===== src/design/trs_pkg.sv =====
// Shared types, constants and pixel packing functions for the textured
// span rasterizer. No dependencies.
package trs_pkg;

  localparam int TEX_DEPTH_DEF = 16384;
  localparam int MAX_SPAN      = 64;

  localparam int IDX_W   = 14;
  localparam int LEN_W   = 7;
  localparam int TEXEL_W = 16;
  localparam int ACC_W   = 64;
  localparam int CFG_W   = 14;
  localparam int CFG_A_W = 2;
  localparam int MODE_W  = 2;
  localparam int IN_TDATA_W  = 296;
  localparam int OUT_TDATA_W = 16;

  localparam logic [3:0] ALPHA_OPAQUE = 4'hF;

  typedef enum logic [0:0] {
    FUNC_TEXEL_WR = 1'b0,
    FUNC_SPAN     = 1'b1
  } func_t;

  typedef enum logic [CFG_A_W-1:0] {
    REG_SPAN_MODE = 2'd0,
    REG_X_MASK    = 2'd1,
    REG_Y_MASK    = 2'd2
  } cfg_reg_t;

  typedef enum logic [MODE_W-1:0] {
    MODE_COLOR    = 2'd0,
    MODE_TEXTURE  = 2'd1,
    MODE_MODULATE = 2'd2
  } span_mode_t;

  typedef enum logic [0:0] {
    ST_IDLE = 1'b0,
    ST_SPAN = 1'b1
  } ctrl_state_t;

  typedef struct packed {
    logic load_span;
    logic load_texel;
    logic issue;
    logic last;
  } dp_cmd_t;

  function automatic logic [15:0] pack_opaque(input logic [63:0] c);
    pack_opaque = {1'b0, c[47:43], c[31:27], c[15:11]};
  endfunction

  function automatic logic [15:0] pack_alpha(input logic [63:0] c);
    if (c[63:60] == ALPHA_OPAQUE) begin
      pack_alpha = pack_opaque(c);
    end else begin
      pack_alpha = {1'b1, c[47:44], c[63], c[31:28], c[62], c[15:12], c[61]};
    end
  endfunction

  function automatic logic [63:0] unpack_texel(input logic [15:0] t);
    logic [15:0] a;
    a = t[15] ? {t[10], t[5], t[0], 13'd0} : 16'hFFFF;
    unpack_texel = {a, t[14:10], 11'd0, t[9:5], 11'd0, t[4:0], 11'd0};
  endfunction

endpackage


===== src/design/trs_ctrl.sv =====
// Controller: takes requests, counts the pixels of a span and issues
// commands to the datapath. Depends on trs_pkg.
module trs_ctrl import trs_pkg::*; (
  input  logic             clk,
  input  logic             rst_n,
  input  logic             req_valid,
  input  func_t            req_func,
  input  logic [LEN_W-1:0] req_len,
  input  logic             pipe_adv,
  output logic             req_ready,
  output dp_cmd_t          cmd
);

  ctrl_state_t      state_r, state_nxt;
  logic [LEN_W-1:0] cnt_r, cnt_nxt;
  logic [LEN_W-1:0] len_sat;
  logic             accept;

  assign len_sat = (32'(req_len) > MAX_SPAN) ? LEN_W'(MAX_SPAN) : req_len;
  assign req_ready = (state_r == ST_IDLE) && pipe_adv;
  assign accept = req_valid && req_ready;

  always_ff @(posedge clk) begin
    if (!rst_n) begin
      state_r <= ST_IDLE;
      cnt_r   <= '0;
    end else begin
      state_r <= state_nxt;
      cnt_r   <= cnt_nxt;
    end
  end

  always_comb begin
    state_nxt = state_r;
    cnt_nxt   = cnt_r;
    cmd       = '0;
    case (state_r)
      ST_IDLE: begin
        if (accept) begin
          if (req_func == FUNC_SPAN) begin
            cmd.load_span = 1'b1;
            cnt_nxt       = len_sat;
            if (len_sat != '0) begin
              state_nxt = ST_SPAN;
            end
          end else begin
            cmd.load_texel = 1'b1;
          end
        end
      end
      ST_SPAN: begin
        if (pipe_adv) begin
          cmd.issue = 1'b1;
          cmd.last  = (cnt_r == LEN_W'(1));
          cnt_nxt   = cnt_r - LEN_W'(1);
          if (cnt_r == LEN_W'(1)) begin
            state_nxt = ST_IDLE;
          end
        end
      end
      default: begin
        state_nxt = ST_IDLE;
      end
    endcase
  end

endmodule


===== config.mk =====
export PLATFORM = sky130hd
export DESIGN_NAME = trs_ctrl
export DESIGN_NICKNAME = d
export VERILOG_FILES = /design/src/design/trs_pkg.sv /design/src/design/trs_ctrl.sv
export SDC_FILE = /design/constraint.sdc
export NUM_CORES = 1
export LEC_CHECK = 0
export BUFFER_PORTS_ARGS = -buffer_cell sky130_fd_sc_hd__clkbuf_2
export CORE_AREA = 4 4 41 43
export CTS_CLUSTER_SIZE = 40
export DETAILED_ROUTE_END_ITERATION = 12
export DIE_AREA = 0 0 45 47
export HOLD_SLACK_MARGIN = 0.1
export PLACE_DENSITY = 0.78
export SLEW_MARGIN = 20
export SYNTH_ARGS = -nofsm -noshare
export SYNTH_HDL_FRONTEND = slang
export SYNTH_SLANG_ARGS = --single-unit

===== constraint.sdc =====
create_clock -name clk -period 2.1 [get_ports clk]
set_clock_uncertainty 0.15 [all_clocks]
set_input_delay 0.21 -clock clk [delete_from_list [all_inputs] [get_ports clk]]
set_output_delay 0.21 -clock clk [all_outputs]
set_load 0.02 [all_outputs]

==> flow_summary.yaml <==
route:
  wirelength_um: 1441
  drc: 0
  initialDrtViolationCount: 20
  dr.pass1.iters: 4
  num_vias: 619
  drtAntennaViolNets: 0
  routedWlPerCell_um: 13.99
  routed_via_density: 6.010
floorplanning:
  die_area_um2: 2115
  die_y_um: 47
  rows: 13
  core_area_um2: 1301
  pin_count: 17
  initial_core_util_pct: 45.77
  die_width_um: 45
timing:
  setup_tns_ns: 0
  period_needed_ns: 1.686
  fmax_mhz: 593.3
  slew_viol_final: 0
  worst_pin_slew_ns: 0.3381
  finalSetupViolations: 0
  relSlewSlack_pct: 77.41
  fin_crit_sh_pct: 80.27
  rsz0062_at_grt: "no"
  hold_viol_final: 0
layout:
  final_common_cell: "clkbuf_2"
  area_growth_pct: 19.33
  diodes: 0
  fin_util_pct: 54.62
  fin_area_um2: 710.7
  layout.nets: 104
  layout_common_cells: "clkbuf_2, nand2_1, dfxtp_1, nor2_1, inv_1"
  drive_above_1_share_pct: 34.09
placement:
  io_buffers: 16
  postPlaceCellArea_um2: 688.2
  place_congestion: 0.8155
  hpwlAfterDp_um: 1122
synthesis:
  yosysWarnings: 0
  synth-seq-area-share_pct: 26.89
  synth_area_um2: 595.6
  yosys.area_share.xor_xnor_pct: 1.471
  async_flop_share_pct: 0
  synth.mux.area_fraction_pct: 3.571
  syn-num-nets: 85
  yosys.area_share.simple_pct: 32.14
  synthCells: 71
  synth_edf_count: 0
  synth_top_family_by_area: "simple AND/OR/NAND/NOR gates"
  ys_ff_latch: 8
  syn_avg_cell_area_um2: 8.388
  synth_ff_type: "dfxtp_1"
  synthAdderAreaFrac_pct: 4.202
  yosysUniqueCellTypes: 34
  synth_compound_area_share_pct: 26.26
setup_path:
  reg2reg_depth: 6
  reg2reg_from: "cnt_r[1]"
  required_ns: 1.74
  startpoint: "cnt_r[4]"
  path_max_fanout: 3
  r2r_slack_ns: 0.50
  crit_end: "cmd[0]"
  cp-start-kind: "flop"
  timing.rr.end: "cnt_r[6]"
  criticalPathCategory: "reg2out"
  arrival_ns: 1.33
  cp-end-kind: "primary output"
global_route:
  grt_pass1_wl_um: 2456
  grt-ovfl-total: 0
  grtUsageTotal_pct: 16.69
  grt_max_degree: 18
  antenna_found_initial: 0
  grt_pass1_vias: 569
cts:
  cts_buffers: 3
  clk_pin_slew_ns: 0.06
  ctsHoldBuffers: 0
  cts_tree: "built"
  htreeDepth: 1
  cts_sinks: 8
  post_cts_resized: 0
  cts_setup_buffers: 0
  cts_buffer_depth: 2
  worstSkewPairLatency_ns: 0.27
  root_buffer: "clkbuf_4"
power:
  total_power_mw: 0.3993
  cellPowerDensity_nw_per_um2: 561.8
  irDropWorstVdd_v: 0.0002754
  leakagePower_nw: 0.3029
run:
  drv_cap: 0
min_path:
  hp-class: "in2reg"
status:
  status: "completed"
==> stage by stage <==
stage,hold WS (ns),std cells,setup WS [ns]
3_5_place_dp,0.3233,100,0.5030
4_1_cts,0.1435,103,0.4224
3_3_place_gp,0.3143,100,0.5741
2_1_floorplan,0.1830,71,0.6188
5_1_grt,0.1802,103,0.3532
6_report,0.1521,103,0.4144
==> kinds of logic (layout without fill, tap and decap cells) <==
kind of cell,after synthesis,in the layout
multiplexers,2,2
buffers and inverters,8,25
AO/OA/AOI/OAI,20,20
AND/OR/NAND/NOR,30,30
flip-flops,8,8
adder cells (fa/ha/maj),2,2
XOR/XNOR,1,1
==> report_power, final <==
part | internal, mW | leakage [nW] | switching [mW]
sequential | 0.161 | 0.0652 | 0.00727
combinational | 0.0449 | 0.224 | 0.0581
clock | 0.0661 | 0.0138 | 0.0624
==> cells in the mapped netlist (all sizes together) (2+ instances only) <==
master	instances	area, um2
o22ai	2	12.51
o221a	2	22.52
buf	2	10.01
o21ai	2	21.27
a41oi	2	17.52
ha	2	25.02
a21oi	4	20.02
nor3b	4	35.03
inv	5	18.77
dfxtp	8	160.2
nand3	2	10.01
nor2	5	18.77
a31oi	2	12.51
nand4b	2	17.52
o211ai	2	15.01
nand2	8	30.03
and2	3	25.03
==> registers in the layout, indices dropped and copies added (netlist names) <==
name,cells
state_r,1
cnt_r,7
==> routing by layer <==
metal	routed length, um	share of wire, %	track usage (%)
met1	659	46	21.23
met2	601	42	24.01
met3	117	8.1	3.448
met4	63	4.4	14.04
met5	0	0	0
==> layout make-up <==
class	instances	area [um2]
sequential	8	160.2
multi-input combinational	55	402.9
inverter	5	18.77
clock buffer	3	22.52
fill	124	590.6
timing repair buffer	17	87.58
tap	15	18.77
==> worst max-delay path, stage by stage, from the launching register on <==
cell and delay [ns]:
dfxtp_1 0.33, nor2_1 0.18, nand2_1 0.07, and4bb_1 0.29
clkbuf_2 0.18
==> worst min-delay path by stage <==
stage	from	endpoint	slack (ns)	depth (start not counted)
3_3_place_gp	cnt_r[1]	cnt_r[1]	0.31	2
5_1_grt	rst_n	cnt_r[2]	0.18	2
6_report	pipe_adv	cnt_r[1]	0.15	3
4_1_cts	req_len[4]	cnt_r[4]	0.14	3
2_1_floorplan	pipe_adv	cnt_r[1]	0.18	2
3_5_place_dp	cnt_r[1]	cnt_r[1]	0.32	2
Power figures use the tool's default switching activity.
